[config.mk]
export PLATFORM = sky130hd
export DESIGN_NAME = cartridge_bank_switch_controller_top
export DESIGN_NICKNAME = d
export VERILOG_FILES = /design/src/rtl/cbsc_pkg.sv /design/src/rtl/cbsc_map.sv /design/src/rtl/cartridge_bank_switch_controller_top.sv
export SDC_FILE = /design/constraint.sdc
export NUM_CORES = 1
export LEC_CHECK = 0
export ABC_AREA = 1
export BUFFER_PORTS_ARGS = -buffer_cell sky130_fd_sc_hd__buf_2
export CORE_MARGIN = 3
export CORE_UTILIZATION = 35
export DETAILED_ROUTE_END_ITERATION = 10
export GPL_TIMING_DRIVEN = 0
export SLEW_MARGIN = 25
export SYNTH_ARGS = -nofsm -noshare
export SYNTH_HDL_FRONTEND = slang
export SYNTH_SLANG_ARGS = --single-unit
[constraint.sdc]
create_clock -name i_clk -period 8.1 [get_ports i_clk]
set_input_delay 0.81 -clock i_clk [delete_from_list [all_inputs] [get_ports i_clk]]
set_output_delay 0.81 -clock i_clk [all_outputs]
set_load 0.02 [all_outputs]
[src/rtl/cbsc_pkg.sv]
package cbsc_pkg;

    typedef enum logic [1:0] {
        CMD_READ   = 2'd0,
        CMD_WRITE  = 2'd1,
        CMD_WINDOW = 2'd2,
        CMD_NONE   = 2'd3
    } t_cmd;

    typedef enum logic [2:0] {
        CLS_OFF   = 3'd0,
        CLS_8K    = 3'd1,
        CLS_16K   = 3'd2,
        CLS_FLEXI = 3'd3,
        CLS_FIXED = 3'd4,
        CLS_OSS   = 3'd5,
        CLS_SIC   = 3'd6,
        CLS_NONE  = 3'd7
    } t_class;

    localparam logic [7:0] OFF_PBANK_LO = 8'hA0;
    localparam logic [7:0] OFF_PBANK_HI = 8'hA1;
    localparam logic [7:0] OFF_PEN      = 8'hA2;
    localparam logic [7:0] OFF_SBANK_LO = 8'hA3;
    localparam logic [7:0] OFF_SBANK_HI = 8'hA4;
    localparam logic [7:0] OFF_SEN      = 8'hA5;
    localparam logic [7:0] OFF_MODE     = 8'hA6;
    localparam logic [7:0] OFF_SRC      = 8'hA7;
    localparam logic [7:0] OFF_SPI      = 8'hA8;
    localparam logic [7:0] OFF_LOCK     = 8'hAF;

    // bank-switch state carried between the item logic and the state registers
    typedef struct packed {
        logic [15:0] pbank;
        logic        pen;
        logic [13:0] sbank;
        logic        sen;
        logic [5:0]  mode;
        logic [3:0]  src;
        logic [7:0]  spi;
        logic        locked;
        t_class      cls;
        logic [1:0]  split;
        logic [1:0]  small_sel;
    } t_state;

    function automatic t_class class_of(input logic [5:0] m, input t_class prev);
        t_class c;
        c = prev;
        if (m == 6'h00) c = CLS_OFF;
        else if (m == 6'h01 || m == 6'h02 || m == 6'h03 || m == 6'h08 || m == 6'h09 ||
                 m == 6'h0A || m == 6'h0C || m == 6'h0D) c = CLS_8K;
        else if (m == 6'h21 || m == 6'h22 || m == 6'h23 || (m >= 6'h28)) begin
            if (m < 6'h30) c = CLS_16K;
            else if (m <= 6'h35 || (m >= 6'h38 && m <= 6'h3D)) c = CLS_FIXED;
        end
        else if (m == 6'h20) c = CLS_FLEXI;
        else if (m == 6'h04) c = CLS_OSS;
        else if (m == 6'h24) c = CLS_SIC;
        return c;
    endfunction

    function automatic logic by_address(input logic [5:0] m);
        return m == 6'h02 || m == 6'h03 || m == 6'h04 || m == 6'h08 || m == 6'h09 ||
               m == 6'h0A || m == 6'h0D || m == 6'h22;
    endfunction

    function automatic logic [7:0] bank_mask(input logic [5:0] m);
        logic [7:0] r;
        r = 8'h00;
        unique case (m)
            6'h02, 6'h0C: r = 8'h0F;
            6'h03: r = 8'h7F;
            6'h04: r = 8'h01;
            6'h08, 6'h09, 6'h0A, 6'h0D: r = 8'h07;
            6'h22: r = 8'hFE;
            6'h24: r = 8'h3E;
            default: begin
                if (m >= 6'h28 && m <= 6'h2F) r = 8'((9'd2 << m[2:0]) - 9'd2);
                else if (m >= 6'h30 && m <= 6'h35) r = 8'((9'd4 << m[2:0]) - 9'd1);
                else if (m >= 6'h38 && m <= 6'h3D) r = 8'((9'd4 << m[2:0]) - 9'd1);
            end
        endcase
        return r;
    endfunction

    // bit 16 flags a key that does nothing
    function automatic logic [16:0] bank_info(input logic [5:0] m, input logic [7:0] k);
        logic [16:0] r;
        logic [7:0]  base;
        logic [7:0]  d;
        r = 17'h10000;
        base = (m == 6'h08) ? 8'hE0 : (m == 6'h09) ? 8'hD0 : 8'h70;
        d = k - base;
        unique case (m)
            6'h02: begin
                if (k < 8'h10) r = {1'b0, 16'h4000 | 16'(k)};
                else if (k < 8'h20) r = {1'b0, 8'h00, k};
            end
            6'h03: begin
                if (k < 8'h80) r = {1'b0, 16'h4000 | 16'(k)};
                else if (k < 8'h90) r = {1'b0, 8'h00, k};
            end
            6'h04: begin
                unique case ({k[3], k[0]})
                    2'b00: r = 17'd1;
                    2'b01: r = 17'd3;
                    2'b10: r = 17'h1FFFF;
                    default: r = 17'd2;
                endcase
            end
            6'h08, 6'h09, 6'h0A: begin
                if (k >= base && d < 8'd8) r = {1'b0, 16'h4007 - 16'(d)};
                else if (k >= base && d < 8'd16) r = {1'b0, 16'd15 - 16'(d)};
            end
            6'h0C: r = k[7] ? {1'b0, 9'd0, k[6:0]} : {1'b0, 16'h4000 | 16'(k)};
            6'h0D: r = k[3] ? {1'b0, 8'h00, k} : {1'b0, 16'h4000 | 16'(k)};
            6'h23: r = 17'd0;
            6'h24: r = {1'b0, 1'b0, ~k[6], k[5], 7'd0, k[4:0], 1'b0};
            default: begin
                if (m == 6'h22 || (m >= 6'h28 && m <= 6'h2F))
                    r = k[7] ? {1'b0, 8'h00, k[6:0], 1'b0} : {1'b0, 8'h40, k[6:0], 1'b0};
                else if (m >= 6'h30 && m <= 6'h35) r = {1'b0, 16'h4000 | 16'(k)};
                else if (m >= 6'h38 && m <= 6'h3D) r = {1'b0, 1'b0, k[7], 6'd0, k};
            end
        endcase
        // OSS key with bits 3 and 0 as 1,0 gives -1
        if (m == 6'h04 && k[3] && !k[0]) r = 17'h10000;
        return r;
    endfunction

endpackage

[src/rtl/cbsc_map.sv]
module cbsc_map (
    input  cbsc_pkg::t_state      st,
    input  logic [4:0]            size_log2,
    input  logic [15:0]           addr,
    input  logic                  is_window,
    output logic                  uon,
    output logic                  u4k,
    output logic [26:0]           uoff,
    output logic                  uram,
    output logic                  lon,
    output logic                  l4k,
    output logic [26:0]           loff,
    output logic                  lram,
    output logic [27:0]           full,
    output logic                  wr
);
    logic [13:0] pb, sb, ub, lb, pbe;
    logic [26:0] msk;
    logic [4:0]  lg;
    logic        pram, sram, pen, uwe, lwe;

    always_comb begin
        lg   = (size_log2 > 5'd27) ? 5'd27 : size_log2;
        msk  = 27'((28'd1 << lg) - 28'd1);
        pb   = st.pbank[13:0];
        sb   = st.sbank;
        pbe  = {pb[13:1], 1'b0};
        pram = st.src[1];
        sram = st.src[3];
        pen  = st.pen;
        uon = 1'b0; u4k = 1'b0; uram = 1'b0; lon = 1'b0; l4k = 1'b0; lram = 1'b0;
        ub = '0; lb = '0;
        unique case (st.cls)
            cbsc_pkg::CLS_8K: if (pen) begin
                uon = 1'b1; ub = pb; uram = pram;
            end
            cbsc_pkg::CLS_16K: if (pen) begin
                uon = 1'b1; lon = 1'b1; ub = pbe + 14'd1; lb = pbe; uram = pram; lram = pram;
            end
            cbsc_pkg::CLS_FLEXI: begin
                if (pen) begin
                    uon = 1'b1; ub = pb; uram = pram;
                end
                if (st.sen) begin
                    lon = 1'b1; lb = sb; lram = sram;
                end
            end
            cbsc_pkg::CLS_FIXED: if (pen) begin
                uon = 1'b1; lon = 1'b1; ub = pb | 14'(cbsc_pkg::bank_mask(st.mode));
                lb = pb; uram = pram; lram = pram;
            end
            cbsc_pkg::CLS_OSS: if (pen) begin
                uon = 1'b1; lon = 1'b1; u4k = 1'b1; l4k = 1'b1; ub = pb;
                uram = pram; lram = pram;
            end
            cbsc_pkg::CLS_SIC: if (pen) begin
                if (st.split[1]) begin
                    uon = 1'b1; ub = pbe + 14'd1; uram = pram;
                end
                if (st.split[0]) begin
                    lon = 1'b1; lb = pbe; lram = pram;
                end
            end
            default: ;
        endcase
        uoff = uon ? ({ub, 13'd0} & msk) : '0;
        if (!lon) loff = '0;
        else if (st.cls == cbsc_pkg::CLS_OSS)
            loff = ({pbe, 13'd0} + {13'd0, st.small_sel, 12'd0}) & msk;
        else
            loff = {lb, 13'd0} & msk;
        uwe = uon & st.src[0];
        if (st.cls == cbsc_pkg::CLS_OFF || st.cls == cbsc_pkg::CLS_8K ||
            st.cls == cbsc_pkg::CLS_FLEXI)
            lwe = lon & st.src[2];
        else
            lwe = lon & st.src[0];

        full = '0;
        wr   = 1'b0;
        if (is_window && addr >= 16'h8000 && addr < 16'hC000) begin
            priority if (uon && u4k && addr >= 16'hB000) begin
                full = {1'b0, uoff} + {16'd0, addr[11:0]}; wr = uwe;
            end else if (lon && l4k && addr >= 16'hA000 && addr < 16'hB000) begin
                full = {1'b0, loff} + {16'd0, addr[11:0]}; wr = lwe;
            end else if (uon && !u4k && addr >= 16'hA000) begin
                full = {1'b0, uoff} + {15'd0, addr[12:0]}; wr = uwe;
            end else if (lon && !l4k && addr < 16'hA000) begin
                full = {1'b0, loff} + {15'd0, addr[12:0]}; wr = lwe;
            end
        end
    end
endmodule

[src/rtl/cartridge_bank_switch_controller_top.sv]
// Cartridge bank-switch controller. Each item is one bus event (control read,
// control write or cartridge window access) and yields one result item holding
// the read byte, the mapping of both windows after the event and, for window
// accesses, the translated image address and flash write permission. An item
// is registered on entry, handled by one level of decode and offset logic, and
// its result lands in an output register; one item per cycle is sustained while
// the receiver does not stall. The output register is refilled while its item is
// being taken, so the input only stalls when a result is held back.
// image_size_log2 is written through i_cfg_we and i_cfg_data; the user must do
// so only while the block is idle, as the block itself does not enforce it.
module cartridge_bank_switch_controller_top (
    input  logic        i_clk,
    input  logic        i_rst_n,
    input  logic        i_cfg_we,
    input  logic [4:0]  i_cfg_data,
    input  logic        i_valid,
    output logic        o_stall,
    input  logic [1:0]  i_command,
    input  logic [7:0]  i_control_offset,
    input  logic [7:0]  i_write_data,
    input  logic [15:0] i_window_address,
    input  logic        i_spi_data_in,
    output logic        o_valid,
    input  logic        i_stall,
    output logic [7:0]  o_read_data,
    output logic        o_upper_window_on,
    output logic        o_upper_window_4k,
    output logic [26:0] o_upper_offset,
    output logic        o_upper_in_ram,
    output logic        o_lower_window_on,
    output logic        o_lower_window_4k,
    output logic [26:0] o_lower_offset,
    output logic        o_lower_in_ram,
    output logic [27:0] o_full_address,
    output logic        o_access_writable,
    output logic [2:0]  o_spi_pins
);
    cbsc_pkg::t_state r_st, n_st;
    logic [4:0]  r_size;
    // input register
    logic        r_iv;
    logic [1:0]  r_cmd;
    logic [7:0]  r_off, r_dat;
    logic [15:0] r_addr;
    logic        r_din;
    logic [7:0]  n_rd;
    logic        adv, take;
    logic [7:0]  key, bm;
    logic [16:0] info;
    logic [15:0] inf, newb;
    logic        in_win;

    logic        m_uon, m_u4k, m_uram, m_lon, m_l4k, m_lram, m_wr;
    logic [26:0] m_uoff, m_loff;
    logic [27:0] m_full;

    // stage 1 advances when the output register is free or being emptied
    assign adv     = !o_valid || !i_stall;
    assign o_stall = r_iv && !adv;
    assign take    = i_valid && !o_stall;

    always_ff @(posedge i_clk) begin
        if (!i_rst_n) begin
            r_iv <= 1'b0;
        end else if (take || adv) begin
            r_iv <= take;
        end
        if (take) begin
            r_cmd  <= i_command;
            r_off  <= i_control_offset;
            r_dat  <= i_write_data;
            r_addr <= i_window_address;
            r_din  <= i_spi_data_in;
        end
    end

    // state update and read data for the item in the input register
    always_comb begin
        n_st   = r_st;
        n_rd   = 8'hFF;
        in_win = (r_off[7:4] == 4'hA) && !r_st.locked;
        key    = cbsc_pkg::by_address(r_st.mode) ? r_off :
                 ((r_cmd == cbsc_pkg::CMD_READ) ? 8'h00 : r_dat);
        info   = cbsc_pkg::bank_info(r_st.mode, key);
        inf    = info[15:0];
        bm     = cbsc_pkg::bank_mask(r_st.mode);
        newb   = r_st.pbank ^ ((r_st.pbank ^ inf) & ({8'h00, bm} | 16'h4000));
        if (r_cmd == cbsc_pkg::CMD_READ && in_win) begin
            unique case (r_off)
                cbsc_pkg::OFF_PBANK_LO: n_rd = r_st.pbank[7:0];
                cbsc_pkg::OFF_PBANK_HI: n_rd = r_st.pbank[15:8];
                cbsc_pkg::OFF_PEN:      n_rd = {7'd0, r_st.pen};
                cbsc_pkg::OFF_SBANK_LO: n_rd = r_st.sbank[7:0];
                cbsc_pkg::OFF_SBANK_HI: n_rd = {2'd0, r_st.sbank[13:8]};
                cbsc_pkg::OFF_SEN:      n_rd = {7'd0, r_st.sen};
                cbsc_pkg::OFF_MODE:     n_rd = {2'd0, r_st.mode};
                cbsc_pkg::OFF_SRC:      n_rd = {4'd0, r_st.src};
                cbsc_pkg::OFF_SPI:      n_rd = {r_din, 5'd0, r_st.spi[1:0]};
                default:                n_rd = 8'hFF;
            endcase
        end else if (r_cmd == cbsc_pkg::CMD_WRITE && in_win) begin
            unique case (r_off)
                cbsc_pkg::OFF_PBANK_LO: begin
                    n_st.pen = 1'b1; n_st.pbank[7:0] = r_dat;
                end
                cbsc_pkg::OFF_PBANK_HI: begin
                    n_st.pen = 1'b1; n_st.pbank[15:8] = {2'd0, r_dat[5:0]};
                end
                cbsc_pkg::OFF_PEN: n_st.pen = r_dat[0];
                cbsc_pkg::OFF_SBANK_LO: begin
                    n_st.sen = 1'b1; n_st.sbank[7:0] = r_dat;
                end
                cbsc_pkg::OFF_SBANK_HI: begin
                    n_st.sen = 1'b1; n_st.sbank[13:8] = r_dat[5:0];
                end
                cbsc_pkg::OFF_SEN: n_st.sen = r_dat[0];
                cbsc_pkg::OFF_MODE: begin
                    n_st.mode = r_dat[5:0];
                    n_st.cls  = cbsc_pkg::class_of(r_dat[5:0], r_st.cls);
                end
                cbsc_pkg::OFF_SRC:  n_st.src = r_dat[3:0];
                cbsc_pkg::OFF_SPI:  n_st.spi = r_dat & 8'h83;
                cbsc_pkg::OFF_LOCK: n_st.locked = 1'b1;
                default: ;
            endcase
        end else if (r_cmd == cbsc_pkg::CMD_READ && r_st.cls == cbsc_pkg::CLS_SIC &&
                     r_off < 8'h20) begin
            // SIC status byte
            n_rd = {1'b0, !r_st.pen, r_st.sen, r_st.pbank[5:1]};
        end else if ((r_cmd == cbsc_pkg::CMD_WRITE ||
                      (r_cmd == cbsc_pkg::CMD_READ && cbsc_pkg::by_address(r_st.mode)))
                     && !info[16]) begin
            if (r_st.cls == cbsc_pkg::CLS_SIC) begin
                if (r_off < 8'h20) begin
                    n_st.pbank = newb;
                    n_st.split = inf[14:13];
                end
            end else if (r_st.cls == cbsc_pkg::CLS_OSS) begin
                n_st.small_sel = inf[1:0];
            end else begin
                n_st.pbank = newb;
                n_st.pen   = inf[14];
            end
        end
    end

    cbsc_map u_map (
        .st        (n_st),
        .size_log2 (r_size),
        .addr      (r_addr),
        .is_window (r_cmd == cbsc_pkg::CMD_WINDOW),
        .uon       (m_uon),
        .u4k       (m_u4k),
        .uoff      (m_uoff),
        .uram      (m_uram),
        .lon       (m_lon),
        .l4k       (m_l4k),
        .loff      (m_loff),
        .lram      (m_lram),
        .full      (m_full),
        .wr        (m_wr)
    );

    always_ff @(posedge i_clk) begin
        if (!i_rst_n) begin
            r_size         <= 5'd24;
            r_st.pbank     <= '0;
            r_st.pen       <= 1'b1;
            r_st.sbank     <= '0;
            r_st.sen       <= 1'b0;
            r_st.mode      <= 6'h01;
            r_st.src       <= '0;
            r_st.spi       <= 8'h82;
            r_st.locked    <= 1'b0;
            r_st.cls       <= cbsc_pkg::CLS_8K;
            r_st.split     <= 2'b10;
            r_st.small_sel <= '0;
            o_valid        <= 1'b0;
        end else begin
            if (i_cfg_we) r_size <= i_cfg_data;
            if (r_iv && adv) r_st <= n_st;
            if (adv) o_valid <= r_iv;
        end
        if (r_iv && adv) begin
            o_read_data       <= n_rd;
            o_upper_window_on <= m_uon;
            o_upper_window_4k <= m_u4k;
            o_upper_offset    <= m_uoff;
            o_upper_in_ram    <= m_uram;
            o_lower_window_on <= m_lon;
            o_lower_window_4k <= m_l4k;
            o_lower_offset    <= m_loff;
            o_lower_in_ram    <= m_lram;
            o_full_address    <= m_full;
            o_access_writable <= m_wr;
            o_spi_pins        <= {n_st.spi[7], !n_st.spi[1], n_st.spi[0]};
        end
    end
endmodule

==> impl_results.md, run 1 <==
* Setup TNS at 0 ns
* Vias in the first global route at 10680
* Synth warn at 0
* Slowest cell on crit path: fa_1
* ANT cells at 0
* Top post-synthesis cells by area: edfxtp_1 28%, nand2_1 11%, dfxtp_1 10%, inv_1 7.7%, o21ai_0 5.9%
* Clock skew at 0.01472 ns
* Worst Hold Class: reg2reg
* Clk sinks at 168
* Total number of vias at 11640
* Maximum capacitance violations at 0
* Antenna violations before repair at 0
* Area fraction in compound gates after synthesis at 0.1755
* Slew margin rel. at 0.2052
* Pint at 0.001543 W
* Status: complete, no violations
* Ys async rst share at 0
* Vias per cell at 5.212
* Site Rows at 66
* Synth cell count leaders: 339 x nand2_1, 239 x inv_1, 155 x nor2_1
* WL/cell at 18.29 µm
* Routed WL at 40840 µm
* Worst r2r src: r_st[23]$_SDFFE_PN0P_
* Final hold vios at 0
* Reg-to-reg endpoint: o_full_address[26]$_SDFFCE_PN0P_
* Psw at 0.0007942 W
* Top cell type's share of synthesized area at 0.2822
* Flop2flop setup slack at 2.12 ns
* CP endpoint kind: flop
* First-pass iteration count of the detailed router at 6
* Hold slack at 0.4745 ns
* Worst setup path start: r_st[23]$_SDFFE_PN0P_
* Maximum VDD drop at 0.0001122 V
* P_leak at 6.176 nW
* Post-synth design cell area at 11600 µm²
* Top_reg_cell synth: edfxtp_1
* Final setup violation count at 0
* Sequential area share after synthesis at 0.3840
* Area grow syn2layout at 16.31%
* Post-synth EDFFs at 109
* Post-Synthesis Cells at 1613
* CTS clk-pin slew, worst paths at 0.07 ns
* CTS Root Buffer Type: clkbuf_16
* Crit path DAT at 6.27 ns
* I/O Pins at 147
* # hold bufs at CTS at 0
* DP Area at 12880 µm²
* PwrDens at 173.2 nW/µm²
* Largest net degree at the start of global routing at 46
* Worst Path Required at 8.39 ns
* Max FO, Critical Path at 10
* Clk pwr share at 0.363
* Utilization after layout at 0.4136
* Adder-Cell Fraction of Synth Area at 0.01143
* Drt drc at 0
* Net Sw Frac at 0.3398
* PortBufs at 121
* Ratio of cells with drive above 1 in the final layout at 0.1759
* RSZ-0062 raised after global routing: false
* Reg2Reg Depth at 32
* CP Class: reg2reg
* Worst slew pin tran at 1.183 ns
* Global-route wire length before repair at 61440 µm
* Routed Antenna Nets at 0
* Seq pwr share at 0.420
* Number of setup buffers added after CTS at 0
* Post-route minimum period at 5.979 ns
* Largest family of logic cells by synthesized area: simple AND/OR/NAND/NOR gates
* Fmax at 167.2 MHz
* CTS resizes at 0
* Post-DP HPWL at 31850 µm
* CP max stage delay at 0.58 ns
* Flops & latches, synth at 168
* Yosys cell types at 63
* First DRT Iteration DRCs at 1148
* Period utilisation layout at 0.7382
* Clock buffer count from CTS at 17
* Worst setup endpoint: o_full_address[26]$_SDFFCE_PN0P_
* Top cell type by total area after synthesis: edfxtp_1
* XOR/XNOR share of the synthesized area at 0.003775
* Starting Density at 0.3556
* Die Ht at 188.1 µm
* CTS tree: yes
* H-tree depth at 4
* Combinational power share at 0.217
* Mux cell area share after synthesis at 0
* GRT overflow at 0
* Die area at 35360 µm²
* Final Max Tran Viols at 0
* CP Launch Type: flop
* Synth Area per Inst at 7.191 µm²
* Count leader, synth: nand2_1
* Deepest clock path buffer count at 2
* Skew-Pair Late Insertion Delay at 0.45 ns
* Simple-gate share of the synthesized area at 0.2998
* Final weighted congestion in routability-driven placement at 1.001
* Chip width at 188.1 µm
* Placeable Area at 32620 µm²
* Tot GR Track Use at 0.2256
* Fin nets at 1833
* Design area at 13490 µm²
critical path: cells and delay by family (launching register included):
family	cells	cell delay, ns
AO/OA/AOI/OAI	2	0.57
flip-flops	1	0.49
AND/OR/NAND/NOR	20	2.46
buffers and inverters	5	0.73
adder cells (fa/ha/maj)	5	1.55
per-stage QoR:
stage / worst slack [ns] / cells / total power, W
after floorplan: 3.561 / 1637 / 0.001345
final: 2.121 / 2233 / 0.002337
after global routing: 1.713 / 2233 / 0.002437
after detailed placement: 2.184 / 2201 / 0.001497
after CTS: 2.155 / 2233 / 0.002343
after global placement: 2.234 / 2200 / 0.001495
routing by layer:
metal  wire length, µm  up-vias  global-route usage  share of wire
li1                  -     5627                   -              -
met3              3820       65             0.05384          0.094
met2             17510      506              0.3412           0.43
met5                 0        -                   0              0
met1             18530     5441              0.3196           0.45
met4               983        0             0.06869          0.024
sequential cells by signal (all words and copies together) (netlist names):
signal	cells
o_access_writable	1
o_full_address	28
o_lower_in_ram	1
o_lower_offset	15
o_lower_window_4k	1
o_lower_window_on	1
o_read_data	8
o_spi_pins	3
o_upper_in_ram	1
o_upper_offset	14
o_upper_window_on	1
o_valid	1
r_addr	16
r_cmd	2
r_dat	8
r_din	1
r_iv	1
r_off	8
r_size	5
r_st	52
worst min-delay path by stage:
stage / end / start / cells after the start
detailed placement: r_st[9]$_SDFFE_PN1P_ / r_st[9]$_SDFFE_PN1P_ / 2
global placement: r_st[9]$_SDFFE_PN1P_ / r_st[9]$_SDFFE_PN1P_ / 2
CTS: o_valid$_SDFFE_PN0N_ / r_iv$_SDFFE_PN0P_ / 2
finish: o_valid$_SDFFE_PN0N_ / r_iv$_SDFFE_PN0P_ / 2
floorplan: r_st[3]$_SDFFE_PN1P_ / r_st[3]$_SDFFE_PN1P_ / 2
global route: r_addr[11]$_DFFE_PP_ / i_window_address[11] / 1
layout make-up:
class,instances,area (µm²)
clock inverters,15,178.9
multi-input cells,1126,5791
flip-flops and latches,168,4454
well taps,442,553.0
plain buffers,73,442.9
repair buffers,122,633.1
clock buffers,17,425.4
inverters,270,1013
fillers,3429,19130
kinds of logic after synthesis:
| group | after synthesis |
|---|---|
| compound gates | 355 |
| other cells | 1 |
| buf+inv | 343 |
| fa+ha+maj | 10 |
| xor+xnor | 5 |
| simple gates | 731 |
| flops | 168 |
power by group through the flow:
| stage | sequential (W) | combinational (W) | clock [W] |
|---|---|---|---|
| after floorplan | 0.00101 | 0.000331 | 0 |
| after global placement | 0.00100 | 0.000491 | 0 |
| after detailed placement | 0.00100 | 0.000495 | 0 |
| after CTS | 0.000982 | 0.000498 | 0.000862 |
| after global routing | 0.000987 | 0.000553 | 0.000897 |
| final | 0.000983 | 0.000507 | 0.000848 |
cells in the final DEF (no fill, tap or decap), types with 10 or more instances in the layout:
| cell | count |
|---|---|
| a21oi_1 | 125 |
| buf_2 | 123 |
| buf_4 | 28 |
| clkbuf_1 | 33 |
| clkbuf_16 | 17 |
| conb_1 | 25 |
| dfxtp_1 | 59 |
| edfxtp_1 | 109 |
| inv_1 | 238 |
| inv_2 | 28 |
| nand2_1 | 339 |
| nand2_2 | 23 |
| nand2_4 | 10 |
| nand3_1 | 102 |
| nand3_2 | 16 |
| nand4_1 | 23 |
| nor2_1 | 155 |
| nor2_2 | 11 |
| nor2_4 | 10 |
| nor3_1 | 20 |
| o211ai_1 | 12 |
| o21ai_0 | 136 |
| o21ai_1 | 13 |
| o22ai_1 | 12 |
Power figures use the tool's default switching activity.
==> run 2: changes to the inputs <==
==> constraint.sdc (replaced) <==
create_clock -name i_clk -period 5.9 [get_ports i_clk]
set_input_delay 0.59 -clock i_clk [delete_from_list [all_inputs] [get_ports i_clk]]
set_output_delay 0.59 -clock i_clk [all_outputs]
set_load 0.02 [all_outputs]
==> run 2 against run 1 <==
Worst hold slack got worse by 0.17 ns. First-iteration DRC count rose by 11%. Wire length hardly changed. Non-clock buffer count is 3 higher. Die area is the same. Setup slack got worse by 1.8 ns. Utilization up 0.16 points. Clock skew is 0.0043 ns lower. Clock power grew 38%. Critical endpoint unchanged. Largest power group unchanged. Highest routed layer unchanged.
==> impl_results.md, run 2 (same netlist as run 1, synthesis figures left out) <==
* DP Area at 12880 µm²
* CP Launch Type: flop
* Worst Path Required at 6.18 ns
* Worst Hold Class: in2reg
* Routed Antenna Nets at 0
* Area of the multi-input gates at 5812 µm²
* Reg-to-reg endpoint: o_full_address[26]$_SDFFCE_PN0P_
* Routed WL at 40870 µm
* Chip width at 188.1 µm
* Maximum VDD drop at 0.0001520 V
* Utilization after layout at 0.4152
* Clock skew at 0.01039 ns
* Deepest clock path buffer count at 2
* Final weighted congestion in routability-driven placement at 1.001
* # fillers at 3426
* Area grow syn2layout at 16.76%
* Period utilisation layout at 0.9454
* Total number of vias at 11670
* Final Max Tran Viols at 0
* Commonest non-fill, non-tap cells in the layout: 338 x nand2_1, 238 x inv_1, 154 x nor2_1
* First-pass iteration count of the detailed router at 5
* Starting Density at 0.3556
* Fin nets at 1836
* Ratio of cells with drive above 1 in the final layout at 0.1828
* CP max stage delay at 0.58 ns
* WL/cell at 18.28 µm
* Most flops, register: r_st
* Setup WS post-layout at 0.3221 ns
* First DRT Iteration DRCs at 1276
* Die Ht at 188.1 µm
* Hold Path Depth at 1
* Status: complete, no violations
* Worst setup path start: r_st[23]$_SDFFE_PN0P_
* Crit path DAT at 5.86 ns
* GRT overflow at 0
* Antenna violations before repair at 0
* Global-route wire length before repair at 61440 µm
* H-tree depth at 4
* Post-route minimum period at 5.578 ns
* Worst slew pin tran at 1.154 ns
* Max FO, Critical Path at 10
* Largest registers: r_st x52, o_full_address x28, r_addr x16
* Register area at 4458 µm²
* PortBufs at 121
* CP endpoint kind: flop
* Slowest cell on crit path: fa_2
* Dpl ws at -0.01647 ns
* Flop2flop setup slack at 0.32 ns
* Setup TNS at 0 ns
* PwrDens at 237.5 nW/µm²
* Most common cell after layout, fill and taps aside: nand2_1
* Post-DP HPWL at 31850 µm
* CTS tree: yes
* Design area at 13540 µm²
* Critical path's most frequent cell: nand2_1
* CTS clk-pin slew, worst paths at 0.08 ns
* Placeable Area at 32620 µm²
* Worst r2r src: r_st[23]$_SDFFE_PN0P_
* ANT cells at 0
* Fmax at 179.3 MHz
* Tot GR Track Use at 0.2256
* Max FFs per register at 52
* Largest net degree at the start of global routing at 46
* Clk sinks at 168
* Reg2Reg Depth at 32
* Drt drc at 0
* Final hold vios at 0
* Vias per cell at 5.218
* Die area at 35360 µm²
* Vias in the first global route at 10680
* Hold Startpoint: i_window_address[6]
* Clock buffer count from CTS at 17
* Final setup violation count at 0
* CP Class: reg2reg
* Skew-Pair Late Insertion Delay at 0.45 ns
* CTS Root Buffer Type: clkbuf_16
* I/O Pins at 147
* Hold endpoint: r_addr[6]$_DFFE_PP_
* Maximum capacitance violations at 0
* Slew margin rel. at 0.2249
* Site Rows at 66
* P_leak at 6.188 nW
[run 2: changes by cell type in the layout (fill, tap and decap cells not counted), moves of 2 or more]
| cell | delta |
|---|---|
| buf_4 | +3 |
| dfxtp_1 | -3 |
| dfxtp_2 | +3 |
| ha_1 | -2 |
| ha_2 | +2 |
| inv_2 | -2 |
| inv_4 | +2 |
[run 2: per-stage QoR]
step	instances	power (W)	hold slack, ns
after floorplan	1637	0.001847	0.4410
after global placement	2200	0.002052	0.4525
after detailed placement	2201	0.002055	0.4661
after CTS	2233	0.003217	0.2847
after global routing	2236	0.003352	0.2902
final	2236	0.003216	0.3088
[run 2: power by group]
part	switching [W]	internal, W
registers	0.0000371	0.00131
logic	0.000499	0.000203
clock network	0.000558	0.000607
[run 2: worst max-delay path by stage]
stage | to | slack (ns)
3_5_place_dp | o_full_address[26]$_SDFFCE_PN0P_ | -0.02
3_3_place_gp | o_full_address[26]$_SDFFCE_PN0P_ | 0.03
6_report | o_full_address[26]$_SDFFCE_PN0P_ | 0.32
2_1_floorplan | o_full_address[18]$_SDFFCE_PN0P_ | 1.36
4_1_cts | o_full_address[26]$_SDFFCE_PN0P_ | 0.09
5_1_grt | o_full_address[26]$_SDFFCE_PN0P_ | -0.003
[run 2: layer usage]
metal / GRT usage / part of all wire / vias up
met1: 0.3196 / 0.45 / 5467
met5: 0 / 0 / -
met4: 0.06869 / 0.024 / 0
li1: - / - / 5637
met2: 0.3412 / 0.43 / 499
met3: 0.05384 / 0.098 / 65
[run 2: area by class of cell]
class / count / area share
Timing Repair Buffer: 125 / 0.04841
Inverter: 270 / 0.07520
Sequential cell: 168 / 0.3291
Multi-Input combinational cell: 1126 / 0.4291
Clock buffer: 17 / 0.03141
Buffer: 73 / 0.03270
Clock inverter: 15 / 0.01321
Tap cell: 442 / 0.04083
[run 2: repair_timing]
item / CTS / global route
setup endpoints to repair: 1 / 10
hold buffers: 0 / 0
pin swaps: 0 / 3
resized for setup: 1 / 12
setup buffers: 0 / 3
[run 2: critical path, delay by kind of cell, from the launching register on]
family	cells	cell delay (ns)
and+or+nand+nor	20	2.41
adders and majority gates	5	1.48
buffers and inverters	5	0.64
DFF	1	0.44
AOI/OAI and AO/OA	2	0.44
